===== src/sv/vactrol_envelope_generator_unit_macros.svh =====
// Assertion macros for the vactrol envelope generator unit.
`ifndef VACTROL_ENVELOPE_GENERATOR_UNIT_MACROS_SVH
`define VACTROL_ENVELOPE_GENERATOR_UNIT_MACROS_SVH

`ifndef SYNTH

`define VEG_ASSERT_SAME(name, clk_s, rstn_s, ante, cons) \
	name: assert property (@(posedge clk_s) disable iff (!rstn_s) (ante) |-> (cons)) \
		else $error("envelope generator check failed");

`define VEG_ASSERT_NEXT(name, clk_s, rstn_s, ante, cons) \
	name: assert property (@(posedge clk_s) disable iff (!rstn_s) (ante) |=> (cons)) \
		else $error("envelope generator check failed");

`else

`define VEG_ASSERT_SAME(name, clk_s, rstn_s, ante, cons)

`define VEG_ASSERT_NEXT(name, clk_s, rstn_s, ante, cons)

`endif

`endif


===== src/sv/veg_pkg.sv =====
// Package: widths, codes and command types of the vactrol envelope generator.
package veg_pkg;

	localparam int LEVEL_FRAC_BITS = 16;
	localparam int RATE_FRAC_BITS  = 24;

	localparam int LVL_W    = LEVEL_FRAC_BITS + 1;
	localparam int RATE_W   = RATE_FRAC_BITS;
	localparam int MUL_A_W  = (RATE_W > LVL_W) ? RATE_W : LVL_W;
	localparam int PROD_W   = MUL_A_W + LVL_W;
	localparam int KSUM_W   = PROD_W - LEVEL_FRAC_BITS + 2;
	localparam int FLOOR_W  = LEVEL_FRAC_BITS;
	localparam int CFG_W    = MUL_A_W;

	localparam logic [LVL_W-1:0]   LVL_ONE     = LVL_W'(1) << LEVEL_FRAC_BITS;
	localparam logic [RATE_W-1:0]  RATE_HALF   = RATE_W'(1) << (RATE_FRAC_BITS - 1);
	localparam logic [RATE_W-1:0]  RATE_CAP    =
		RATE_W'((64'd1 << RATE_FRAC_BITS) / 64'd5);
	localparam logic [FLOOR_W-1:0] FLOOR_RESET = FLOOR_W'(82);

	localparam logic [1:0] OP_TICK    = 2'd0;
	localparam logic [1:0] OP_SET     = 2'd1;
	localparam logic [1:0] OP_RESTART = 2'd2;

	localparam logic [1:0] MODE_ONESHOT = 2'd0;
	localparam logic [1:0] MODE_SUSTAIN = 2'd1;
	localparam logic [1:0] MODE_CYCLE   = 2'd2;

	localparam logic [1:0] REG_ENV_MODE    = 2'd0;
	localparam logic [1:0] REG_RISE_RATE   = 2'd1;
	localparam logic [1:0] REG_FALL_RATE   = 2'd2;
	localparam logic [1:0] REG_NOISE_FLOOR = 2'd3;

	typedef enum logic [1:0] {
		ST_IDLE,
		ST_KR,
		ST_KCALC,
		ST_COMMIT
	} veg_state_t;

	typedef enum logic [1:0] {
		MUL_SQ,
		MUL_KR,
		MUL_DK
	} veg_mul_sel_t;

	typedef struct packed {
		logic         latch;
		veg_mul_sel_t mul_sel;
		logic         prod_en;
		logic         k_en;
		logic         commit;
	} veg_cmd_t;

endpackage


===== src/sv/veg_ifs.sv =====
// Channel interfaces: request, response and configuration write.
interface veg_req_if;
	logic                    valid;
	logic                    ready;
	logic [1:0]              op;
	logic [veg_pkg::LVL_W-1:0] target_value;

	modport source (output valid, output op, output target_value, input ready);
	modport sink (input valid, input op, input target_value, output ready);
endinterface

interface veg_rsp_if;
	logic                    valid;
	logic                    ready;
	logic [veg_pkg::LVL_W-1:0] level;

	modport source (output valid, output level, input ready);
	modport sink (input valid, input level, output ready);
endinterface

interface veg_cfg_if;
	logic                    valid;
	logic                    ready;
	logic [1:0]              index;
	logic [veg_pkg::CFG_W-1:0] data;

	modport source (output valid, output index, output data, input ready);
	modport sink (input valid, input index, input data, output ready);
endinterface


===== src/sv/vactrol_envelope_generator_unit.sv =====
// Top level of the vactrol envelope generator: controller plus datapath.
//
//  channel  role  moves
//  req      sink  op, target_value (one item per transfer)
//  rsp      src   level (one result per item)
//  cfg      sink  index, data (register write, always ready)
//
// A tick runs through steps: level squared, rate times square, coefficient
// clamp, then difference times coefficient; one shared multiplier forms the products.
// Set-target, restart and unused ops skip these steps and go straight to commit.
// A new item is accepted while the previous result waits in the output
// register; its commit waits until that register is free.
// Reset: asynchronous, active low; no clearing pass.
`include "vactrol_envelope_generator_unit_macros.svh"

module vactrol_envelope_generator_unit (
	input logic     clk,
	input logic     arst_n,
	veg_req_if.sink   req,
	veg_rsp_if.source rsp,
	veg_cfg_if.sink   cfg
);

	veg_pkg::veg_cmd_t cmd;
	logic              in_tick;

	assign cfg.ready = 1'b1;

	veg_ctrl u_ctrl (
		.clk       (clk),
		.arst_n    (arst_n),
		.in_valid  (req.valid),
		.in_tick   (in_tick),
		.in_ready  (req.ready),
		.out_ready (rsp.ready),
		.out_valid (rsp.valid),
		.cmd       (cmd)
	);

	veg_datapath u_datapath (
		.clk             (clk),
		.arst_n          (arst_n),
		.cmd             (cmd),
		.in_op           (req.op),
		.in_target_value (req.target_value),
		.in_tick         (in_tick),
		.cfg_we          (cfg.valid),
		.cfg_index       (cfg.index),
		.cfg_data        (cfg.data),
		.out_level       (rsp.level)
	);

	`VEG_ASSERT_SAME(a_commit_out_free, clk, arst_n, cmd.commit, (!rsp.valid || rsp.ready))
	`VEG_ASSERT_NEXT(a_accept_busy, clk, arst_n, (req.valid && req.ready), !req.ready)
	`VEG_ASSERT_NEXT(a_commit_shows, clk, arst_n, cmd.commit, rsp.valid)

endmodule


===== src/sv/veg_ctrl.sv =====
// Controller: sequences the shared multiplier and the commit of each item.
module veg_ctrl (
	input  logic              clk,
	input  logic              arst_n,
	input  logic              in_valid,
	input  logic              in_tick,
	output logic              in_ready,
	input  logic              out_ready,
	output logic              out_valid,
	output veg_pkg::veg_cmd_t cmd
);

	veg_pkg::veg_state_t state_q, state_n;
	logic                out_valid_q;
	logic                out_free;

	assign out_free  = !out_valid_q || out_ready;
	assign out_valid = out_valid_q;

	always_ff @(posedge clk or negedge arst_n) begin
		if (!arst_n) begin
			state_q     <= veg_pkg::ST_IDLE;
			out_valid_q <= 1'b0;
		end else begin
			state_q <= state_n;
			if (cmd.commit)
				out_valid_q <= 1'b1;
			else if (out_ready)
				out_valid_q <= 1'b0;
		end
	end

	always_comb begin
		state_n     = state_q;
		in_ready    = 1'b0;
		cmd.latch   = 1'b0;
		cmd.mul_sel = veg_pkg::MUL_SQ;
		cmd.prod_en = 1'b0;
		cmd.k_en    = 1'b0;
		cmd.commit  = 1'b0;
		unique case (state_q)
			veg_pkg::ST_IDLE: begin
				in_ready = 1'b1;
				if (in_valid) begin
					cmd.latch   = 1'b1;
					cmd.prod_en = 1'b1;
					state_n     = in_tick ? veg_pkg::ST_KR : veg_pkg::ST_COMMIT;
				end
			end
			veg_pkg::ST_KR: begin
				cmd.mul_sel = veg_pkg::MUL_KR;
				cmd.prod_en = 1'b1;
				state_n     = veg_pkg::ST_KCALC;
			end
			veg_pkg::ST_KCALC: begin
				cmd.k_en = 1'b1;
				state_n  = veg_pkg::ST_COMMIT;
			end
			veg_pkg::ST_COMMIT: begin
				cmd.mul_sel = veg_pkg::MUL_DK;
				if (out_free) begin
					cmd.commit = 1'b1;
					state_n    = veg_pkg::ST_IDLE;
				end
			end
			default: state_n = veg_pkg::ST_IDLE;
		endcase
	end

endmodule


===== src/sv/veg_datapath.sv =====
// Datapath: envelope state, configuration registers and the shared multiplier.
module veg_datapath (
	input  logic                        clk,
	input  logic                        arst_n,
	input  veg_pkg::veg_cmd_t           cmd,
	input  logic [1:0]                  in_op,
	input  logic [veg_pkg::LVL_W-1:0]   in_target_value,
	output logic                        in_tick,
	input  logic                        cfg_we,
	input  logic [1:0]                  cfg_index,
	input  logic [veg_pkg::CFG_W-1:0]   cfg_data,
	output logic [veg_pkg::LVL_W-1:0]   out_level
);

	localparam int LFB    = veg_pkg::LEVEL_FRAC_BITS;
	localparam int RFB    = veg_pkg::RATE_FRAC_BITS;
	localparam int LVL_W  = veg_pkg::LVL_W;
	localparam int RATE_W = veg_pkg::RATE_W;
	localparam int MUL_W  = veg_pkg::MUL_A_W;
	localparam int PROD_W = veg_pkg::PROD_W;
	localparam int KSUM_W = veg_pkg::KSUM_W;

	logic [LVL_W-1:0]            level_q, target_q, velocity_q;
	logic [1:0]                  mode_q;
	logic [RATE_W-1:0]           rise_q, fall_q;
	logic [veg_pkg::FLOOR_W-1:0] floor_q;

	logic [1:0]        op_q;
	logic [LVL_W-1:0]  tv_q;
	logic [PROD_W-1:0] prod_q;
	logic [RATE_W-1:0] k_q;
	logic [LVL_W-1:0]  out_level_q;

	logic              rising, near;
	logic [LVL_W-1:0]  diff, sq, step, tv_sat;
	logic [RATE_W-1:0] rate_sel, k_next;
	logic [KSUM_W-1:0] ksum;
	logic [MUL_W-1:0]  mul_a;
	logic [LVL_W-1:0]  mul_b;
	logic [PROD_W-1:0] mul_p;
	logic [LVL_W-1:0]  level_n, target_n, velocity_n;

	assign in_tick   = (in_op == veg_pkg::OP_TICK);
	assign out_level = out_level_q;

	assign rising   = target_q > level_q;
	assign diff     = rising ? (target_q - level_q) : (level_q - target_q);
	assign near     = diff < LVL_W'(floor_q);
	assign rate_sel = rising ? rise_q : fall_q;
	assign sq       = prod_q[LFB +: LVL_W];
	assign ksum     = KSUM_W'(rate_sel) + KSUM_W'(prod_q[PROD_W-1:LFB-1]);
	assign k_next   = (ksum > KSUM_W'(veg_pkg::RATE_CAP)) ? veg_pkg::RATE_CAP
		: ksum[RATE_W-1:0];
	assign tv_sat   = (tv_q > veg_pkg::LVL_ONE) ? veg_pkg::LVL_ONE : tv_q;

	always_comb begin
		unique case (cmd.mul_sel)
			veg_pkg::MUL_SQ: begin
				mul_a = MUL_W'(level_q);
				mul_b = level_q;
			end
			veg_pkg::MUL_KR: begin
				mul_a = MUL_W'(rate_sel);
				mul_b = sq;
			end
			veg_pkg::MUL_DK: begin
				mul_a = MUL_W'(k_q);
				mul_b = diff;
			end
			default: begin
				mul_a = '0;
				mul_b = '0;
			end
		endcase
	end

	assign mul_p = PROD_W'(mul_a) * PROD_W'(mul_b);
	assign step  = mul_p[RFB +: LVL_W];

	always_comb begin
		level_n    = level_q;
		target_n   = target_q;
		velocity_n = velocity_q;
		case (op_q) inside
			veg_pkg::OP_TICK: begin
				if (rising) begin
					level_n = level_q + step;
					if (near && mode_q != veg_pkg::MODE_SUSTAIN)
						target_n = '0;
				end else begin
					level_n = level_q - step;
					if (near && mode_q == veg_pkg::MODE_CYCLE)
						target_n = velocity_q;
				end
			end
			veg_pkg::OP_SET, veg_pkg::OP_RESTART: begin
				target_n = tv_sat;
				if (tv_sat > LVL_W'(floor_q))
					velocity_n = tv_sat;
				if (op_q == veg_pkg::OP_RESTART)
					level_n = '0;
			end
			default: ;
		endcase
	end

	always_ff @(posedge clk or negedge arst_n) begin
		if (!arst_n) begin
			level_q    <= '0;
			target_q   <= '0;
			velocity_q <= veg_pkg::LVL_ONE;
			mode_q     <= veg_pkg::MODE_SUSTAIN;
			rise_q     <= veg_pkg::RATE_HALF;
			fall_q     <= veg_pkg::RATE_HALF;
			floor_q    <= veg_pkg::FLOOR_RESET;
		end else begin
			if (cmd.commit) begin
				level_q    <= level_n;
				target_q   <= target_n;
				velocity_q <= velocity_n;
			end
			if (cfg_we) begin
				unique case (cfg_index)
					veg_pkg::REG_ENV_MODE: begin
						mode_q <= cfg_data[1:0];
						if (cfg_data[1:0] != veg_pkg::MODE_SUSTAIN)
							target_q <= '0;
					end
					veg_pkg::REG_RISE_RATE:   rise_q  <= cfg_data[RATE_W-1:0];
					veg_pkg::REG_FALL_RATE:   fall_q  <= cfg_data[RATE_W-1:0];
					veg_pkg::REG_NOISE_FLOOR: floor_q <= cfg_data[veg_pkg::FLOOR_W-1:0];
					default: ;
				endcase
			end
		end
	end

	always_ff @(posedge clk) begin
		if (cmd.latch) begin
			op_q <= in_op;
			tv_q <= in_target_value;
		end
		if (cmd.prod_en)
			prod_q <= mul_p;
		if (cmd.k_en)
			k_q <= k_next;
		if (cmd.commit)
			out_level_q <= level_n;
	end

endmodule


===== src/flat_wrapper.sv =====
// flat-port wrapper written by rule: the top's interface ports become plain ports
module vactrol_envelope_generator_unit_flat 
  (clk, arst_n, req_valid, req_op, req_target_value, req_ready, rsp_valid, rsp_level, rsp_ready, cfg_valid, cfg_index, cfg_data, cfg_ready);
  veg_req_if req_i ();
  veg_rsp_if rsp_i ();
  veg_cfg_if cfg_i ();
  input logic clk;
  input logic arst_n;
  input wire logic [$bits(req_i.valid)-1:0] req_valid;
  input wire logic [$bits(req_i.op)-1:0] req_op;
  input wire logic [$bits(req_i.target_value)-1:0] req_target_value;
  output wire logic [$bits(req_i.ready)-1:0] req_ready;
  output wire logic [$bits(rsp_i.valid)-1:0] rsp_valid;
  output wire logic [$bits(rsp_i.level)-1:0] rsp_level;
  input wire logic [$bits(rsp_i.ready)-1:0] rsp_ready;
  input wire logic [$bits(cfg_i.valid)-1:0] cfg_valid;
  input wire logic [$bits(cfg_i.index)-1:0] cfg_index;
  input wire logic [$bits(cfg_i.data)-1:0] cfg_data;
  output wire logic [$bits(cfg_i.ready)-1:0] cfg_ready;
  assign req_i.valid = req_valid;
  assign req_i.op = req_op;
  assign req_i.target_value = req_target_value;
  assign req_ready = req_i.ready;
  assign rsp_valid = rsp_i.valid;
  assign rsp_level = rsp_i.level;
  assign rsp_i.ready = rsp_ready;
  assign cfg_i.valid = cfg_valid;
  assign cfg_i.index = cfg_index;
  assign cfg_i.data = cfg_data;
  assign cfg_ready = cfg_i.ready;
  vactrol_envelope_generator_unit u_core (.clk(clk), .arst_n(arst_n), .req(req_i), .rsp(rsp_i), .cfg(cfg_i));
endmodule

===== config.mk =====
export PLATFORM = sky130hd
export DESIGN_NAME = vactrol_envelope_generator_unit_flat
export DESIGN_NICKNAME = d
export VERILOG_FILES = /design/src/sv/veg_pkg.sv /design/src/sv/veg_ifs.sv /design/src/sv/vactrol_envelope_generator_unit.sv /design/src/sv/veg_ctrl.sv /design/src/sv/veg_datapath.sv /design/src/flat_wrapper.sv
export VERILOG_INCLUDE_DIRS = /design/src /design/src/sv
export SDC_FILE = /design/constraint.sdc
export NUM_CORES = 2
export LEC_CHECK = 0
export ABC_CLOCK_PERIOD_IN_PS = 18530
export BUFFER_PORTS_ARGS = -buffer_cell sky130_fd_sc_hd__buf_2
export CAP_MARGIN = 20
export CORE_MARGIN = 5
export CORE_UTILIZATION = 41
export DETAILED_ROUTE_END_ITERATION = 6
export SYNTH_ARGS = -nofsm -noshare
export SYNTH_HDL_FRONTEND = slang
export SYNTH_HIERARCHICAL = 1
export SYNTH_SLANG_ARGS = --single-unit

===== constraint.sdc =====
create_clock -name clk -period 18.53 [get_ports clk]
set_input_delay 2.7795 -clock clk [delete_from_list [all_inputs] [get_ports clk]]
set_output_delay 2.7795 -clock clk [all_outputs]
set_load 0.02 [all_outputs]

==> metrics <==
top cells by area, synth fa_1 (25%), dfrtp_1 (10%), ha_1 (10%); WHS Path Cells 2; DRT Pass-1 Iters 6; total stage count of the critical path between 40 and 50; vias between 20000 and 25000; IO Pins 70; final worst-path cycle share ~73%; Buffers on Ports 68; Clock Tree Root clkbuf_16; Global Route Usage Sum between 20% and 30%; Worst-Margin Slew between 1 and 1.5 ns; HP Start u_core/u_datapath/rise_q[0]$_DFFE_PN0P_; pin count of the biggest net entering global routing 68; Final HPWL DP roughly 67 mm; WL/cell approximately 22 microns; Hold EP u_core/u_datapath/rise_q[0]$_DFFE_PN0P_; WP data required about 19 ns; effective utilization at floorplan about two fifths; number of global-route vias before repair between 20000 and 25000; Worst-path clk slew around 0.06 ns; CP Launch Type register; worst path buffer plus inverter count 6; DRC 0; multiplexer share of the synthesized area under 10%; worst hold path class reg2reg; Routed Wire Length about 85 mm; crit path DAT around 14 ns; CP max FO 33; CORE AREA 65500 sq um; max-slew headroom at the worst pin between 20% and 30%; fraction of layout cells with a size suffix above 1 a little over 10%; #FFs+latches synth just over 200; Mapped Area roughly 27000 sq um; Final Slew Violations 0; Mean Syn Cell Area 9.03 sq um; worst-skew pair later-pin latency between 0.5 and 0.6 ns; Setup Skew 0.0308 ns; Fin Setup TNS 0 ns; Final Hold Violating Endpoints 0; postcts setup bufs 0; adder-cell area share of the yosys netlist about a third; Final setup viols 0; max cap viols 0; Warnings, synthesis 6; Top FF cell, synth dfrtp_1; Synth Area in Compound Gates 13.7%; largest family of logic cells by synthesized area adder cells; post-synthesis simple-gate area fraction between 10% and 20%; grt total ovfl 0; final net count roughly 3600; CTS Buffer Depth 3; ys async rst share roughly three fifths; Inserted Clock Buffers 26; initial antenna violation count 0; Vias/cell between 5 and 6; routability cong. around 0.96; remaining antenna violation count 0; Worst R2R Start u_core/u_datapath/level_q[1]$_DFFE_PN0P_; drt initial violations 1929; Post-synth EDFFs 86; Sinks on Clock Net a little over 200; slowest stage cell, crit path a2111oi_0; Yosys top cell by area fa_1; outcome completed; RSZ-0062 raised after global routing no; FF-to-FF path depth 48; number of library cell types mapped by synthesis 84; CP max stage delay around 0.99 ns; crit-path leading delay family compound AO/OA/AOI/OAI gates; flop-to-flop setup slack between 4 and 5 ns; Tmin final approximately 14 ns; CP Class reg2reg; global-route wire length before repair around 130 mm; post_cts resized 0; CTS tree done; Die W 267 microns; Crit path top cell by count o21ai_0; area of the die just over 70000 sq um; XOR/XNOR Fraction of Synth Area 2.62%; r2r endpoint u_core/u_datapath/out_level[15]$_DFFE_PP_; hold-fix buffer count after cts 0; Fmax achieved 73.8 MHz; Die Height 267 microns; Seq/Total Area, Yosys around a fifth; leading cell type in the layout, fill and taps excluded inv_1; area delta synth->final 8.42%; Yosys top cell area share about a quarter; row count 94; CP Capture Type register; H-tree depth 1; Mapped Cells 2987; commonest cells after routing, fill and taps aside inv_1 (522), nand2_1 (376), fa_1 (331)
-- through the flow --
stage | instance area, sq um | std cells | utilization (%) | worst slack (ns) | hold slack, ns
2_1_floorplan | 27000 | 2988 | - | 7.35 | 0.444
3_3_place_gp | 28300 | 3839 | 43.3 | 5.41 | 0.460
3_5_place_dp | 28400 | 3841 | 43.3 | 5.12 | 0.476
4_1_cts | 29200 | 3889 | 44.6 | 5.06 | 0.490
5_1_grt | 29300 | 3890 | 44.7 | 3.94 | 0.519
6_report | 29300 | 3891 | 44.7 | 4.99 | 0.479
-- kinds of logic after synthesis --
group	Yosys count
and+or+nand+nor	845
buffers and inverters	651
adders and majority gates	556
AOI/OAI and AO/OA	542
DFF	206
muxes	106
xor gates and xnor gates	79
other	2
-- cell type report --
type                       instances  area [sq um]
fill                            6326         36300
antenna                            1          2.50
inverter                         522          1960
sequential                       206          5590
tap                              864          1080
timing repair buffer             119           744
multi-input combinational       2131         19000
clock buffer                      35           736
clock inverter                    13           129
-- cell usage after synthesis (13+ instances only) --
cell type and instances:
a21o_1 67, inv_1 522, edfxtp_1 86, nor2b_1 19, dfrtp_1 113, mux2i_1 20
nor2_1 193, xor2_1 40, ha_1 225, xnor2_1 38, clkbuf_1 103, o21a_1 28
nand2b_1 26, and2_1 66, buf_2 14, nand3_1 40, o21ai_0 99, a21oi_1 123
nor3_1 28, o2111ai_1 13, nand2_1 376, o31ai_1 25, fa_1 331, mux2_2 86
nand4_1 19, a211oi_1 29
-- sequential cells by signal, summed over array words and instances (netlist names), 16 cells and up --
name / cells
u_core/u_datapath/target_q: 17
u_core/u_datapath/level_q: 17
u_core/u_datapath/out_level: 17
u_core/u_datapath/tv_q: 17
u_core/u_datapath/rise_q: 24
u_core/u_datapath/velocity_q: 17
u_core/u_datapath/prod_q: 26
u_core/u_datapath/floor_q: 16
u_core/u_datapath/k_q: 24
u_core/u_datapath/fall_q: 24
-- layer usage --
layer	wire length, microns	up-vias	global-route usage (%)
met3	5350	120	2.42
met4	2400	0	5.52
li1	-	9877	-
met1	36900	11000	33.2
met5	0	-	0
met2	40200	867	39.7
-- worst max-delay path by stage --
stage | start | end | slack, ns
global placement | u_core/u_datapath/level_q[1]$_DFFE_PN0P_ | u_core/u_datapath/out_level[15]$_DFFE_PP_ | 5.41
CTS | u_core/u_datapath/level_q[1]$_DFFE_PN0P_ | u_core/u_datapath/out_level[15]$_DFFE_PP_ | 5.06
detailed placement | u_core/u_datapath/level_q[1]$_DFFE_PN0P_ | u_core/u_datapath/out_level[15]$_DFFE_PP_ | 5.12
finish | u_core/u_datapath/level_q[1]$_DFFE_PN0P_ | u_core/u_datapath/out_level[15]$_DFFE_PP_ | 4.99
floorplan | u_core/u_datapath/level_q[1]$_DFFE_PN0P_ | u_core/u_datapath/out_level[15]$_DFFE_PP_ | 7.35
global route | u_core/u_datapath/level_q[1]$_DFFE_PN0P_ | u_core/u_datapath/out_level[15]$_DFFE_PP_ | 3.94
-- worst register-to-register path: cells and delay by family, from the launching register on --
family          cells  cell delay, ns
buf+inv             6            0.87
mux                 1            0.14
fa+ha+maj          10            4.34
compound gates     19            5.24
simple gates        9            1.50
flops               1            0.48
xor+xnor            3            0.79
Power is not shown: default switching activity piles up to over one toggle a cycle in this logic, so the estimate is an artifact.
